File: src/adc_temp_vdda_monitor_assert.svh
// assertion macros shared by the monitor's divider and datapath rtl modules
// expects a clock named clk and an active-low reset named rst_n in scope
`ifndef ADC_TEMP_VDDA_MONITOR_ASSERT_SVH
`define ADC_TEMP_VDDA_MONITOR_ASSERT_SVH

// antecedent implies consequent in the same cycle
`define ATVM_ASSERT_IMP(label, ante, cons, msg) \
  label: assert property (@(posedge clk) disable iff (!rst_n) (ante) |-> (cons)) \
    else $error(msg);

// antecedent implies consequent in the next cycle
`define ATVM_ASSERT_NXT(label, ante, cons, msg) \
  label: assert property (@(posedge clk) disable iff (!rst_n) (ante) |=> (cons)) \
    else $error(msg);

// expression must never hold
`define ATVM_ASSERT_NEVER(label, expr, msg) \
  label: assert property (@(posedge clk) disable iff (!rst_n) !(expr)) \
    else $error(msg);

`endif

File: src/atvm_pkg.sv
// shared types, constants and microcode rom of the supply/temperature monitor
// no dependencies
`default_nettype none

package atvm_pkg;

  // field and datapath widths
  localparam int CODE_W    = 12;
  localparam int SUM_W     = 18;
  localparam int CFG_W     = 16;
  localparam int CFG_IDX_W = 3;
  localparam int SLOPE_W   = 16;
  localparam int THR_W     = 16;
  localparam int VDDA_W    = 16;
  localparam int TEMP_W    = 16;
  localparam int MUL_A_W   = 30;
  localparam int MUL_B_W   = 18;
  localparam int PROD_W    = MUL_A_W + MUL_B_W;
  localparam int DEN_W     = 34;
  localparam int QUO_W     = 17;
  localparam int STEP_W    = 4;

  localparam int DEF_SAMPLES_PER_BLOCK = 16;
  localparam int CODE_MAX              = 4095;

  // register reset values
  localparam logic [CODE_W-1:0]       RST_VREFINT_MV = 12'd1200;
  localparam logic [CODE_W-1:0]       RST_V25_MV     = 12'd1430;
  localparam logic [SLOPE_W-1:0]      RST_SLOPE      = 16'd4300;
  localparam logic signed [THR_W-1:0] RST_HOT_SET    = 16'sd7000;
  localparam logic signed [THR_W-1:0] RST_HOT_CLEAR  = 16'sd6500;
  localparam logic [THR_W-1:0]        RST_LOW_SET    = 16'd3000;
  localparam logic [THR_W-1:0]        RST_LOW_CLEAR  = 16'd3100;

  // arithmetic constants
  localparam logic [MUL_B_W-1:0]      CENTI_SCALE  = 18'd100000;
  localparam logic [QUO_W-1:0]        TEMP_Q_CLAMP = 17'd100000;
  localparam logic signed [QUO_W:0]   TEMP_OFFSET  = 18'sd2500;
  localparam logic signed [QUO_W:0]   TEMP_HI      = 18'sd32767;
  localparam logic signed [QUO_W:0]   TEMP_LO      = -18'sd32768;

  // configuration register indexes
  typedef enum logic [CFG_IDX_W-1:0] {
    REG_VREFINT   = 3'd0,
    REG_V25       = 3'd1,
    REG_SLOPE     = 3'd2,
    REG_HOT_SET   = 3'd3,
    REG_HOT_CLEAR = 3'd4,
    REG_LOW_SET   = 3'd5,
    REG_LOW_CLEAR = 3'd6
  } cfg_reg_t;

  // datapath operations
  typedef enum logic [3:0] {
    OP_NOP,
    OP_ACCEPT,
    OP_MUL_VN,
    OP_DIV_V,
    OP_SAVE_VDDA,
    OP_MUL_V25S,
    OP_MUL_TV,
    OP_SUB_DEN,
    OP_MUL_MAG,
    OP_DIV_T,
    OP_SAVE_TEMP,
    OP_OUT
  } op_t;

  // jump conditions
  typedef enum logic [2:0] {
    C_NEVER,
    C_ALWAYS,
    C_NOT_END,
    C_BAD,
    C_DIV_BUSY,
    C_OUT_FULL
  } cond_t;

  typedef logic [STEP_W-1:0] step_t;

  typedef struct packed {
    op_t   op;
    cond_t cond;
    step_t target;
  } uword_t;

  // datapath status seen by the sequencer
  typedef struct packed {
    logic not_end;
    logic bad;
    logic div_busy;
    logic out_full;
  } status_t;

  localparam step_t ST_WAIT      = 4'd0;
  localparam step_t ST_DIVV_WAIT = 4'd4;
  localparam step_t ST_DIVT_WAIT = 4'd11;
  localparam step_t ST_OUT       = 4'd13;

  // microprogram: one control word per step
  function automatic uword_t ucode_rom(input step_t step);
    uword_t w;
    unique case (step)
      4'd0:    w = '{op: OP_ACCEPT,    cond: C_NOT_END,  target: ST_WAIT};
      4'd1:    w = '{op: OP_NOP,       cond: C_BAD,      target: ST_OUT};
      4'd2:    w = '{op: OP_MUL_VN,    cond: C_NEVER,    target: ST_WAIT};
      4'd3:    w = '{op: OP_DIV_V,     cond: C_NEVER,    target: ST_WAIT};
      4'd4:    w = '{op: OP_NOP,       cond: C_DIV_BUSY, target: ST_DIVV_WAIT};
      4'd5:    w = '{op: OP_SAVE_VDDA, cond: C_NEVER,    target: ST_WAIT};
      4'd6:    w = '{op: OP_MUL_V25S,  cond: C_NEVER,    target: ST_WAIT};
      4'd7:    w = '{op: OP_MUL_TV,    cond: C_NEVER,    target: ST_WAIT};
      4'd8:    w = '{op: OP_SUB_DEN,   cond: C_NEVER,    target: ST_WAIT};
      4'd9:    w = '{op: OP_MUL_MAG,   cond: C_NEVER,    target: ST_WAIT};
      4'd10:   w = '{op: OP_DIV_T,     cond: C_NEVER,    target: ST_WAIT};
      4'd11:   w = '{op: OP_NOP,       cond: C_DIV_BUSY, target: ST_DIVT_WAIT};
      4'd12:   w = '{op: OP_SAVE_TEMP, cond: C_NEVER,    target: ST_WAIT};
      4'd13:   w = '{op: OP_OUT,       cond: C_OUT_FULL, target: ST_OUT};
      default: w = '{op: OP_NOP,       cond: C_ALWAYS,   target: ST_WAIT};
    endcase
    return w;
  endfunction

endpackage

`default_nettype wire

File: src/atvm_div.sv
// shared restoring divider, one quotient bit per cycle, with early overflow
// detect when the quotient would not fit; depends on atvm_pkg
`default_nettype none

module atvm_div (
  input  wire logic                         clk,
  input  wire logic                         rst_n,
  input  wire logic                         start,
  input  wire logic [atvm_pkg::PROD_W-1:0]  dividend,
  input  wire logic [atvm_pkg::DEN_W-1:0]   divisor,
  output logic                              busy,
  output logic [atvm_pkg::QUO_W-1:0]        quotient,
  output logic                              overflow
);
  import atvm_pkg::*;

  localparam int HI_W  = PROD_W - QUO_W;
  localparam int CNT_W = $clog2(QUO_W + 1);

  logic             busy_r;
  logic             ovf_r;
  logic [CNT_W-1:0] cnt_r;
  logic [DEN_W-1:0] rem_r;
  logic [QUO_W-1:0] low_r;
  logic [DEN_W-1:0] dvs_r;

  logic [HI_W-1:0]  hi;
  logic             hi_ovf;
  logic [DEN_W:0]   trial;
  logic [DEN_W:0]   diff;
  logic             fits;

  // overflow check on the upper dividend bits, then trial subtract
  always_comb begin
    hi     = dividend[PROD_W-1:QUO_W];
    hi_ovf = DEN_W'(hi) >= divisor;
    trial  = {rem_r, low_r[QUO_W-1]};
    fits   = trial >= {1'b0, dvs_r};
    diff   = trial - {1'b0, dvs_r};
  end

  // control
  always_ff @(posedge clk) begin
    if (!rst_n) begin
      busy_r <= 1'b0;
      ovf_r  <= 1'b0;
      cnt_r  <= '0;
    end else if (start) begin
      ovf_r  <= hi_ovf;
      busy_r <= !hi_ovf;
      cnt_r  <= CNT_W'(QUO_W);
    end else if (busy_r) begin
      cnt_r <= cnt_r - 1'b1;
      if (cnt_r == CNT_W'(1)) begin
        busy_r <= 1'b0;
      end
    end
  end

  // remainder and dividend/quotient shift register
  always_ff @(posedge clk) begin
    if (start) begin
      rem_r <= DEN_W'(hi);
      low_r <= dividend[QUO_W-1:0];
      dvs_r <= divisor;
    end else if (busy_r) begin
      rem_r <= fits ? diff[DEN_W-1:0] : trial[DEN_W-1:0];
      low_r <= {low_r[QUO_W-2:0], fits};
    end
  end

  assign busy     = busy_r;
  assign quotient = low_r;
  assign overflow = ovf_r;

`include "adc_temp_vdda_monitor_assert.svh"

  `ATVM_ASSERT_IMP(a_rem_below_dvs, busy_r, rem_r < dvs_r, "remainder not below divisor")
  `ATVM_ASSERT_NEVER(a_no_restart, start && busy_r, "divider restarted while busy")
  `ATVM_ASSERT_NEVER(a_ovf_not_busy, ovf_r && busy_r, "overflow flagged while iterating")

endmodule

`default_nettype wire

File: src/atvm_dp.sv
// datapath: config registers, block accumulators, multiplier, work registers,
// hysteresis flags and result register; depends on atvm_pkg and atvm_div
`default_nettype none

module atvm_dp #(
  parameter int SAMPLES_PER_BLOCK = atvm_pkg::DEF_SAMPLES_PER_BLOCK
) (
  input  wire logic                               clk,
  input  wire logic                               rst_n,
  input  wire atvm_pkg::uword_t                   uword,
  output atvm_pkg::status_t                       status,
  input  wire logic                               in_valid,
  output logic                                    in_ready,
  input  wire logic [atvm_pkg::CODE_W-1:0]        in_temp_code,
  input  wire logic [atvm_pkg::CODE_W-1:0]        in_vref_code,
  output logic                                    out_valid,
  input  wire logic                               out_ready,
  output logic                                    out_valid_out,
  output logic [atvm_pkg::VDDA_W-1:0]             out_vdda_mv,
  output logic signed [atvm_pkg::TEMP_W-1:0]      out_temp_centi_c,
  output logic                                    out_over_temp,
  output logic                                    out_low_volt,
  input  wire logic                               cfg_we,
  input  wire logic [atvm_pkg::CFG_IDX_W-1:0]     cfg_index,
  input  wire logic [atvm_pkg::CFG_W-1:0]         cfg_data
);
  import atvm_pkg::*;

  localparam int CNT_W = (SAMPLES_PER_BLOCK > 1) ? $clog2(SAMPLES_PER_BLOCK) : 1;
  localparam logic [CNT_W-1:0]   LAST = CNT_W'(SAMPLES_PER_BLOCK - 1);
  localparam logic [MUL_B_W-1:0] VN_K = MUL_B_W'(CODE_MAX * SAMPLES_PER_BLOCK);

  // configuration registers
  logic [CODE_W-1:0]        vrefint_r;
  logic [CODE_W-1:0]        v25_r;
  logic [SLOPE_W-1:0]       slope_r;
  logic signed [THR_W-1:0]  hot_set_r;
  logic signed [THR_W-1:0]  hot_clr_r;
  logic [THR_W-1:0]         low_set_r;
  logic [THR_W-1:0]         low_clr_r;

  // block accumulators and flags
  logic [CNT_W-1:0]         cnt_r;
  logic [SUM_W-1:0]         tsum_r;
  logic [SUM_W-1:0]         vsum_r;
  logic                     bad_r;
  logic                     hot_flag_r;
  logic                     low_flag_r;

  // work registers
  logic [PROD_W-1:0]        p_r;
  logic [MUL_A_W-1:0]       x_r;
  logic                     neg_r;
  logic [MUL_A_W-1:0]       mag_r;
  logic [DEN_W-1:0]         den_r;
  logic [VDDA_W-1:0]        vdda_r;
  logic signed [TEMP_W-1:0] temp_r;

  // result register
  logic                     out_valid_r;
  logic                     out_vo_r;
  logic [VDDA_W-1:0]        out_vdda_r;
  logic signed [TEMP_W-1:0] out_temp_r;
  logic                     out_hot_r;
  logic                     out_low_r;

  logic                     accept;
  logic                     last;
  logic                     item_bad;
  logic                     out_load;
  logic [SLOPE_W-1:0]       slope_eff;
  logic [MUL_A_W-1:0]       mul_a;
  logic [MUL_B_W-1:0]       mul_b;
  logic                     mul_en;
  logic [PROD_W-1:0]        prod;
  logic signed [MUL_A_W:0]  diff;
  logic [MUL_A_W:0]         diff_abs;
  logic                     div_start;
  logic [PROD_W-1:0]        dividend;
  logic [DEN_W-1:0]         divisor;
  logic                     div_busy;
  logic [QUO_W-1:0]         quo;
  logic                     div_ovf;
  logic [VDDA_W-1:0]        vdda_sat;
  logic [QUO_W-1:0]         q_clamp;
  logic signed [QUO_W:0]    t_wide;
  logic signed [TEMP_W-1:0] temp_sat;
  logic                     hot_nxt;
  logic                     low_nxt;

  // handshake and status
  always_comb begin
    in_ready        = (uword.op == OP_ACCEPT);
    accept          = in_valid && in_ready;
    last            = (cnt_r == LAST);
    item_bad        = (in_temp_code == '0) || (in_temp_code >= CODE_W'(CODE_MAX)) ||
                      (in_vref_code == '0) || (in_vref_code >= CODE_W'(CODE_MAX));
    status.not_end  = !(accept && last);
    status.bad      = bad_r;
    status.div_busy = div_busy;
    status.out_full = out_valid_r && !out_ready;
    out_load        = (uword.op == OP_OUT) && !status.out_full;
  end

  // multiplier operand select
  always_comb begin
    slope_eff = (slope_r == '0) ? SLOPE_W'(1) : slope_r;
    mul_en    = 1'b1;
    unique case (uword.op)
      OP_MUL_VN: begin
        mul_a = MUL_A_W'(vrefint_r);
        mul_b = VN_K;
      end
      OP_MUL_V25S: begin
        mul_a = MUL_A_W'(v25_r);
        mul_b = vsum_r;
      end
      OP_MUL_TV: begin
        mul_a = MUL_A_W'(vrefint_r);
        mul_b = tsum_r;
      end
      OP_SUB_DEN: begin
        mul_a = MUL_A_W'(vsum_r);
        mul_b = MUL_B_W'(slope_eff);
      end
      OP_MUL_MAG: begin
        mul_a = mag_r;
        mul_b = CENTI_SCALE;
      end
      default: begin
        mul_a  = '0;
        mul_b  = '0;
        mul_en = 1'b0;
      end
    endcase
    prod = mul_a * mul_b;
  end

  // sensed-voltage numerator: v25*S - T*vrefint
  always_comb begin
    diff     = $signed({1'b0, x_r}) - $signed({1'b0, p_r[MUL_A_W-1:0]});
    diff_abs = diff[MUL_A_W] ? MUL_A_W'(1) + ~diff : diff;
  end

  // divider operands with round-half-up bias
  always_comb begin
    div_start = (uword.op == OP_DIV_V) || (uword.op == OP_DIV_T);
    if (uword.op == OP_DIV_V) begin
      dividend = p_r + PROD_W'(vsum_r >> 1);
      divisor  = DEN_W'(vsum_r);
    end else begin
      dividend = p_r + PROD_W'(den_r >> 1);
      divisor  = den_r;
    end
  end

  atvm_div u_div (
    .clk      (clk),
    .rst_n    (rst_n),
    .start    (div_start),
    .dividend (dividend),
    .divisor  (divisor),
    .busy     (div_busy),
    .quotient (quo),
    .overflow (div_ovf)
  );

  // saturate quotients
  always_comb begin
    vdda_sat = (div_ovf || quo[QUO_W-1:VDDA_W] != '0) ? '1 : quo[VDDA_W-1:0];
    q_clamp  = (div_ovf || quo > TEMP_Q_CLAMP) ? TEMP_Q_CLAMP : quo;
    t_wide   = neg_r ? TEMP_OFFSET - $signed({1'b0, q_clamp})
                     : $signed({1'b0, q_clamp}) + TEMP_OFFSET;
    priority if (t_wide > TEMP_HI) begin
      temp_sat = TEMP_HI[TEMP_W-1:0];
    end else if (t_wide < TEMP_LO) begin
      temp_sat = TEMP_LO[TEMP_W-1:0];
    end else begin
      temp_sat = t_wide[TEMP_W-1:0];
    end
  end

  // hysteresis, set wins over clear
  always_comb begin
    hot_nxt = hot_flag_r;
    low_nxt = low_flag_r;
    if (!bad_r) begin
      priority if (temp_r >= hot_set_r) begin
        hot_nxt = 1'b1;
      end else if (temp_r <= hot_clr_r) begin
        hot_nxt = 1'b0;
      end
      priority if (vdda_r <= low_set_r) begin
        low_nxt = 1'b1;
      end else if (vdda_r >= low_clr_r) begin
        low_nxt = 1'b0;
      end
    end
  end

  // configuration writes
  always_ff @(posedge clk) begin
    if (!rst_n) begin
      vrefint_r <= RST_VREFINT_MV;
      v25_r     <= RST_V25_MV;
      slope_r   <= RST_SLOPE;
      hot_set_r <= RST_HOT_SET;
      hot_clr_r <= RST_HOT_CLEAR;
      low_set_r <= RST_LOW_SET;
      low_clr_r <= RST_LOW_CLEAR;
    end else if (cfg_we) begin
      unique case (cfg_reg_t'(cfg_index))
        REG_VREFINT:   vrefint_r <= cfg_data[CODE_W-1:0];
        REG_V25:       v25_r     <= cfg_data[CODE_W-1:0];
        REG_SLOPE:     slope_r   <= cfg_data;
        REG_HOT_SET:   hot_set_r <= $signed(cfg_data);
        REG_HOT_CLEAR: hot_clr_r <= $signed(cfg_data);
        REG_LOW_SET:   low_set_r <= cfg_data;
        REG_LOW_CLEAR: low_clr_r <= cfg_data;
        default: ;
      endcase
    end
  end

  // block accumulation, cleared when the result is loaded
  always_ff @(posedge clk) begin
    if (!rst_n) begin
      cnt_r      <= '0;
      tsum_r     <= '0;
      vsum_r     <= '0;
      bad_r      <= 1'b0;
      hot_flag_r <= 1'b0;
      low_flag_r <= 1'b0;
    end else if (out_load) begin
      cnt_r      <= '0;
      tsum_r     <= '0;
      vsum_r     <= '0;
      bad_r      <= 1'b0;
      hot_flag_r <= hot_nxt;
      low_flag_r <= low_nxt;
    end else if (accept) begin
      cnt_r  <= last ? cnt_r : cnt_r + 1'b1;
      tsum_r <= tsum_r + SUM_W'(in_temp_code);
      vsum_r <= vsum_r + SUM_W'(in_vref_code);
      bad_r  <= bad_r || item_bad;
    end
  end

  // work registers
  always_ff @(posedge clk) begin
    if (mul_en) begin
      p_r <= prod;
    end
    if (uword.op == OP_MUL_TV) begin
      x_r <= p_r[MUL_A_W-1:0];
    end
    if (uword.op == OP_SUB_DEN) begin
      neg_r <= diff[MUL_A_W];
      mag_r <= diff_abs[MUL_A_W-1:0];
    end
    if (uword.op == OP_MUL_MAG) begin
      den_r <= p_r[DEN_W-1:0];
    end
    if (uword.op == OP_SAVE_VDDA) begin
      vdda_r <= vdda_sat;
    end
    if (uword.op == OP_SAVE_TEMP) begin
      temp_r <= temp_sat;
    end
  end

  // result register
  always_ff @(posedge clk) begin
    if (!rst_n) begin
      out_valid_r <= 1'b0;
    end else if (out_load) begin
      out_valid_r <= 1'b1;
    end else if (out_ready) begin
      out_valid_r <= 1'b0;
    end
  end

  always_ff @(posedge clk) begin
    if (out_load) begin
      out_vo_r   <= !bad_r;
      out_vdda_r <= bad_r ? '0 : vdda_r;
      out_temp_r <= bad_r ? '0 : temp_r;
      out_hot_r  <= hot_nxt;
      out_low_r  <= low_nxt;
    end
  end

  assign out_valid        = out_valid_r;
  assign out_valid_out    = out_vo_r;
  assign out_vdda_mv      = out_vdda_r;
  assign out_temp_centi_c = out_temp_r;
  assign out_over_temp    = out_hot_r;
  assign out_low_volt     = out_low_r;

`include "adc_temp_vdda_monitor_assert.svh"

  `ATVM_ASSERT_NXT(a_load_sets_valid, out_load, out_valid_r, "result not presented after load")
  `ATVM_ASSERT_NXT(a_load_clears_block, out_load, (cnt_r == '0) && !bad_r, "block not cleared")
  `ATVM_ASSERT_NXT(a_bad_keeps_flags, out_load && bad_r,
    $stable(hot_flag_r) && $stable(low_flag_r), "bad block changed a flag")

endmodule

`default_nettype wire

File: src/atvm_seq.sv
// microcode sequencer: step counter, control word rom and conditional jumps
// depends on atvm_pkg
`default_nettype none

module atvm_seq (
  input  wire logic              clk,
  input  wire logic              rst_n,
  input  wire atvm_pkg::status_t status,
  output atvm_pkg::uword_t       uword
);
  import atvm_pkg::*;

  step_t step_r;
  step_t step_nxt;
  logic  take;

  // fetch and branch
  always_comb begin
    uword = ucode_rom(step_r);
    unique case (uword.cond)
      C_NEVER:    take = 1'b0;
      C_ALWAYS:   take = 1'b1;
      C_NOT_END:  take = status.not_end;
      C_BAD:      take = status.bad;
      C_DIV_BUSY: take = status.div_busy;
      C_OUT_FULL: take = status.out_full;
      default:    take = 1'b0;
    endcase
    step_nxt = take ? uword.target : step_t'(step_r + 1'b1);
  end

  // step counter
  always_ff @(posedge clk) begin
    if (!rst_n) begin
      step_r <= ST_WAIT;
    end else begin
      step_r <= step_nxt;
    end
  end

endmodule

`default_nettype wire

File: src/adc_temp_vdda_monitor.sv
// Supply and die-temperature monitor fed by pairs of 12-bit ADC codes.
// Input channel (in_valid/in_ready): one temperature code and one reference
// code per item. N = SAMPLES_PER_BLOCK items form a block; one result item
// (out_valid/out_ready) leaves at each block end, none otherwise.
// Items are taken one per cycle while a block fills. After the last item of a
// good block the sequencer runs the math, with two passes of the shared
// divider (17 quotient bits each), and then raises out_valid; for a block
// with an out-of-range code it skips the math and goes to the output step.
// No items are taken while the math runs or the result waits to be loaded.
// The result sits in an output register: if the receiver stalls, the block
// still accepts the items of the next block, and only waits at the next
// block end until the held result is taken.
// Configuration (cfg_we/cfg_index/cfg_data) writes one register per cycle and
// is meant to change only while the block is idle; unknown indexes are ignored.
// Synchronous reset loads the register defaults, empties the block, clears
// both flags and drops out_valid.
// Depends on atvm_pkg, atvm_seq, atvm_dp and atvm_div.
`default_nettype none

module adc_temp_vdda_monitor #(
  parameter int SAMPLES_PER_BLOCK = atvm_pkg::DEF_SAMPLES_PER_BLOCK
) (
  input  wire logic                               clk,
  input  wire logic                               rst_n,
  input  wire logic                               in_valid,
  output logic                                    in_ready,
  input  wire logic [atvm_pkg::CODE_W-1:0]        in_temp_code,
  input  wire logic [atvm_pkg::CODE_W-1:0]        in_vref_code,
  output logic                                    out_valid,
  input  wire logic                               out_ready,
  output logic                                    out_valid_out,
  output logic [atvm_pkg::VDDA_W-1:0]             out_vdda_mv,
  output logic signed [atvm_pkg::TEMP_W-1:0]      out_temp_centi_c,
  output logic                                    out_over_temp,
  output logic                                    out_low_volt,
  input  wire logic                               cfg_we,
  input  wire logic [atvm_pkg::CFG_IDX_W-1:0]     cfg_index,
  input  wire logic [atvm_pkg::CFG_W-1:0]         cfg_data
);
  import atvm_pkg::*;

  uword_t  uword;
  status_t status;

  // control sequencer
  atvm_seq u_seq (
    .clk    (clk),
    .rst_n  (rst_n),
    .status (status),
    .uword  (uword)
  );

  // datapath
  atvm_dp #(
    .SAMPLES_PER_BLOCK (SAMPLES_PER_BLOCK)
  ) u_dp (
    .clk              (clk),
    .rst_n            (rst_n),
    .uword            (uword),
    .status           (status),
    .in_valid         (in_valid),
    .in_ready         (in_ready),
    .in_temp_code     (in_temp_code),
    .in_vref_code     (in_vref_code),
    .out_valid        (out_valid),
    .out_ready        (out_ready),
    .out_valid_out    (out_valid_out),
    .out_vdda_mv      (out_vdda_mv),
    .out_temp_centi_c (out_temp_centi_c),
    .out_over_temp    (out_over_temp),
    .out_low_volt     (out_low_volt),
    .cfg_we           (cfg_we),
    .cfg_index        (cfg_index),
    .cfg_data         (cfg_data)
  );

endmodule

`default_nettype wire
File: config.mk
export PLATFORM = sky130hd
export DESIGN_NAME = adc_temp_vdda_monitor
export DESIGN_NICKNAME = d
export VERILOG_FILES = /design/src/atvm_pkg.sv /design/src/atvm_div.sv /design/src/atvm_dp.sv /design/src/atvm_seq.sv /design/src/adc_temp_vdda_monitor.sv
export VERILOG_INCLUDE_DIRS = /design/src /design/src/src
export SDC_FILE = /design/constraint.sdc
export NUM_CORES = 2
export LEC_CHECK = 0
export BUFFER_PORTS_ARGS = -buffer_cell sky130_fd_sc_hd__buf_4
export CAP_MARGIN = 30
export CORE_ASPECT_RATIO = 1.1
export CORE_MARGIN = 3
export CORE_UTILIZATION = 55
export CTS_BUF_LIST = sky130_fd_sc_hd__clkbuf_4 sky130_fd_sc_hd__clkbuf_8
export DETAILED_ROUTE_END_ITERATION = 10
export HOLD_SLACK_MARGIN = 0.02
export PLACE_DENSITY = 0.76
export REMOVE_ABC_BUFFERS = 1
export SETUP_SLACK_MARGIN = 0.4
export SYNTH_ARGS = -nofsm -noshare
export SYNTH_HDL_FRONTEND = slang
export SYNTH_HIERARCHICAL = 1
export SYNTH_SLANG_ARGS = --single-unit
export TNS_END_PERCENT = 100
File: constraint.sdc
create_clock -name clk -period 17.25 [get_ports clk]
set_clock_uncertainty 0.05 [all_clocks]
set_input_delay 3.45 -clock clk [delete_from_list [all_inputs] [get_ports clk]]
set_output_delay 3.45 -clock clk [all_outputs]
set_load 0.1 [all_outputs]
==> results.json <==
{
  "power.net_switching_mw": 3.76,
  "place_hpwl_um": 90000,
  "worstPathRequired_ps": 17590,
  "clk_root_buffer_cell": "clkbuf_8",
  "met2_usage_pct": 46.8,
  "area.growth.synth_to_final_pct": 8.58,
  "number_of_design_rule_violations_left_after_detail_routing": 0,
  "grt_pass1_vias": 34600,
  "core_area_sq_um": 79300,
  "synth_area_per_cell_sq_um": 9.16,
  "timing.critical_path.mode_cell": "fa_1",
  "critPathMaxFanout": 63,
  "timing.critical_path.to_type": "flip-flop",
  "fillerInstances": 6766,
  "cts_buffer_depth": 3,
  "postRouteWirelength_um": 115000,
  "internal_power_mw": 4.19,
  "timing.reg2reg.setup_slack_ps": 7420,
  "regToRegStartpoint": "u_seq/uword[9]$_DFF_P_",
  "reg2regPathDepth": 28,
  "layout_min_cycle_time_ps": 9830,
  "place.gp.congestion": 0.984,
  "die_area_sq_um": 83800,
  "grt_start_max_net_pins": 67,
  "number_of_synthesis_warnings": 6,
  "groute.usage.overall_pct": 27.8,
  "gr-total-overflow": 0,
  "post-cts-setup-buffers": 0,
  "run_status": "finished clean",
  "layout-drive-gt1-share_pct": 6.82,
  "timing_worst_setup_path_type": "flip-flop to flip-flop",
  "fmaxAchievable_mhz": 102,
  "worstPathArrival_ps": 10170,
  "cp_slowest_stage_delay_ps": 810,
  "grt_setup_unrepaired": "false",
  "pwr-share-seq_pct": 23.0,
  "p_sw_share_pct": 47.3,
  "port_buffers": 84,
  "die_y_um": 303,
  "via_count_normalized_by_instance_count": 5.66,
  "fin_tns_setup_ps": 0,
  "final-hold-violation-count": 0,
  "first_pass_iters": 6,
  "nNetsFinal": 5848,
  "post_cts_hold_buffer_count": 0,
  "maxSlewHeadroom_pct": 18.6,
  "max_cap_violations": 0,
  "syn-instance-count": 4826,
  "final_core_utilization_pct": 60.5,
  "syn_std_cell_area_sq_um": 44200,
  "floorplan.initialDensity_pct": 55.7,
  "site_row_count": 108,
  "postRouteAntennaNets": 0,
  "route.vias.total": 34500,
  "startpoint_type": "flip-flop",
  "global_route.peak_usage_layer": "met2",
  "die_width_um": 276,
  "p_leak_nw": 21.7,
  "critical_path.reg2reg.endpoint": "u_dp/p_r[47]$_DFFE_PP_",
  "cts_buffers": 75,
  "htree_num_levels": 3,
  "clock_latency_ps": 650,
  "crit_path_top_delay_cell": "a221o_1",
  "timing.hold.worst_path_depth": 2,
  "final_max_slew_viol_count": 0,
  "p_comb_share_pct": 63.5,
  "use_met3_pct": 4.12,
  "period_share_pct": 57.0,
  "vdd_drop_max_mv": 0.220,
  "global_route_wire_length_before_repair_um": 185000,
  "clkPwrFrac_pct": 13.5,
  "cts_tree": "built",
  "power.density_cell_area_nw_per_um2": 166,
  "clock-sinks": 464,
  "top_level_ports": 85,
  "cts.reportedPaths.clkPinSlew_ps": 60,
  "grt_use_met1_pct": 35.0,
  "dr.first_iter.drc_count": 2885,
  "finalSetupViolations": 0,
  "hold_end": "u_dp/hot_set_r[5]$_SDFFE_PN0P_",
  "tightestPinTransition_ps": 1220,
  "hold_path_startpoint": "u_dp/hot_set_r[5]$_SDFFE_PN0P_",
  "grt_antenna_before_repair": 2,
  "wire_per_inst_um": 18.8,
  "min-delay-path-class": "flip-flop to flip-flop",
  "postCtsResizedCells": 0
}
## stage by stage
stage	cells	power, mW	hold slack (ps)	setup WS [ps]	cell area, sq um
final	6103	7.95	415	7420	48000
after detailed placement	5964	6.79	408	7520	46300
after global placement	5963	6.70	401	7710	46300
after floorplan	4799	5.40	383	2440	44000
after CTS	6100	7.91	417	7490	48000
after global routing	6101	8.59	437	6870	48000
## worst max-delay path by stage
stage,startpoint,to,slack [ps],depth (start not counted)
4_1_cts,u_seq/uword[9]$_DFF_P_,u_dp/p_r[47]$_DFFE_PP_,7490,30
3_3_place_gp,u_seq/uword[7]$_DFF_P_,u_dp/p_r[47]$_DFFE_PP_,7710,28
3_5_place_dp,u_seq/uword[9]$_DFF_P_,u_dp/p_r[47]$_DFFE_PP_,7520,30
5_1_grt,u_seq/uword[9]$_DFF_P_,u_dp/p_r[47]$_DFFE_PP_,6870,28
6_report,u_seq/uword[9]$_DFF_P_,u_dp/p_r[47]$_DFFE_PP_,7420,28
2_1_floorplan,u_seq/uword[9]$_DFF_P_,u_dp/p_r[47]$_DFFE_PP_,2440,24
## sequential cells by signal (all words and copies together) (netlist names), 17 cells and up
signal / count
u_dp/den_r: 34
u_dp/mag_r: 30
u_dp/p_r: 48
u_dp/tsum_r: 18
u_dp/u_div/dvs_r: 34
u_dp/u_div/quotient: 17
u_dp/u_div/rem_r: 34
u_dp/vsum_r: 18
u_dp/x_r: 30
## layout by cell type, fill, tap and decap left out, types with 24 or more instances in the layout
cell and n:
a21boi_0 79, a21o_1 87, a21oi_1 231, a22oi_1 24, a31oi_1 30, and2_1 40
and3_1 27, buf_4 120, clkbuf_8 83, conb_1 150, dfxtp_1 172, edfxtp_1 292
fa_1 453, ha_1 351, inv_1 797, mux2_2 36, nand2_1 639, nand2b_1 48
nand3_1 84, nand4_1 54, nor2_1 302, nor2b_1 95, nor3_1 52, o211ai_1 39
o21a_1 38, o21ai_0 159, or3_1 30, xnor2_1 144, xor2_1 65
## power groups by stage
stage               clock network [mW]  registers [mW]  logic [mW]
detailed placement                   0            1.85        4.95
finish                            1.07            1.83        5.05
floorplan                            0            1.77        3.63
global placement                     0            1.85        4.85
global route                      1.14            1.85        5.59
CTS                               1.09            1.83        4.99
## per-layer routing
metal  up-vias  part of all wire, %
met4         0                  5.8
met5         -                    0
met3       317                  7.3
met1     16700                   39
li1      16200                    -
met2      1331                   47
## cell type report
type / instances / area (sq um) / area share (%)
diodes: 3 / 7.51 / 0.0156
clock buffers: 104 / 1300 / 2.71
clock inverters: 32 / 370 / 0.772
inverters: 799 / 3000 / 6.25
multi-input cells: 3536 / 28900 / 60.2
flip-flops and latches: 464 / 12200 / 25.5
well taps: 1045 / 1310 / 2.72
repair buffers: 120 / 901 / 1.88
## worst max-delay path: cells and delay by family (launching register included)
kind	cells	cell delay (ps)
buf+inv	6	890
simple gates	4	1030
fa+ha+maj	7	3540
compound gates	10	3150
xor+xnor	1	90
flops	1	770
Power figures use the tool's default switching activity.
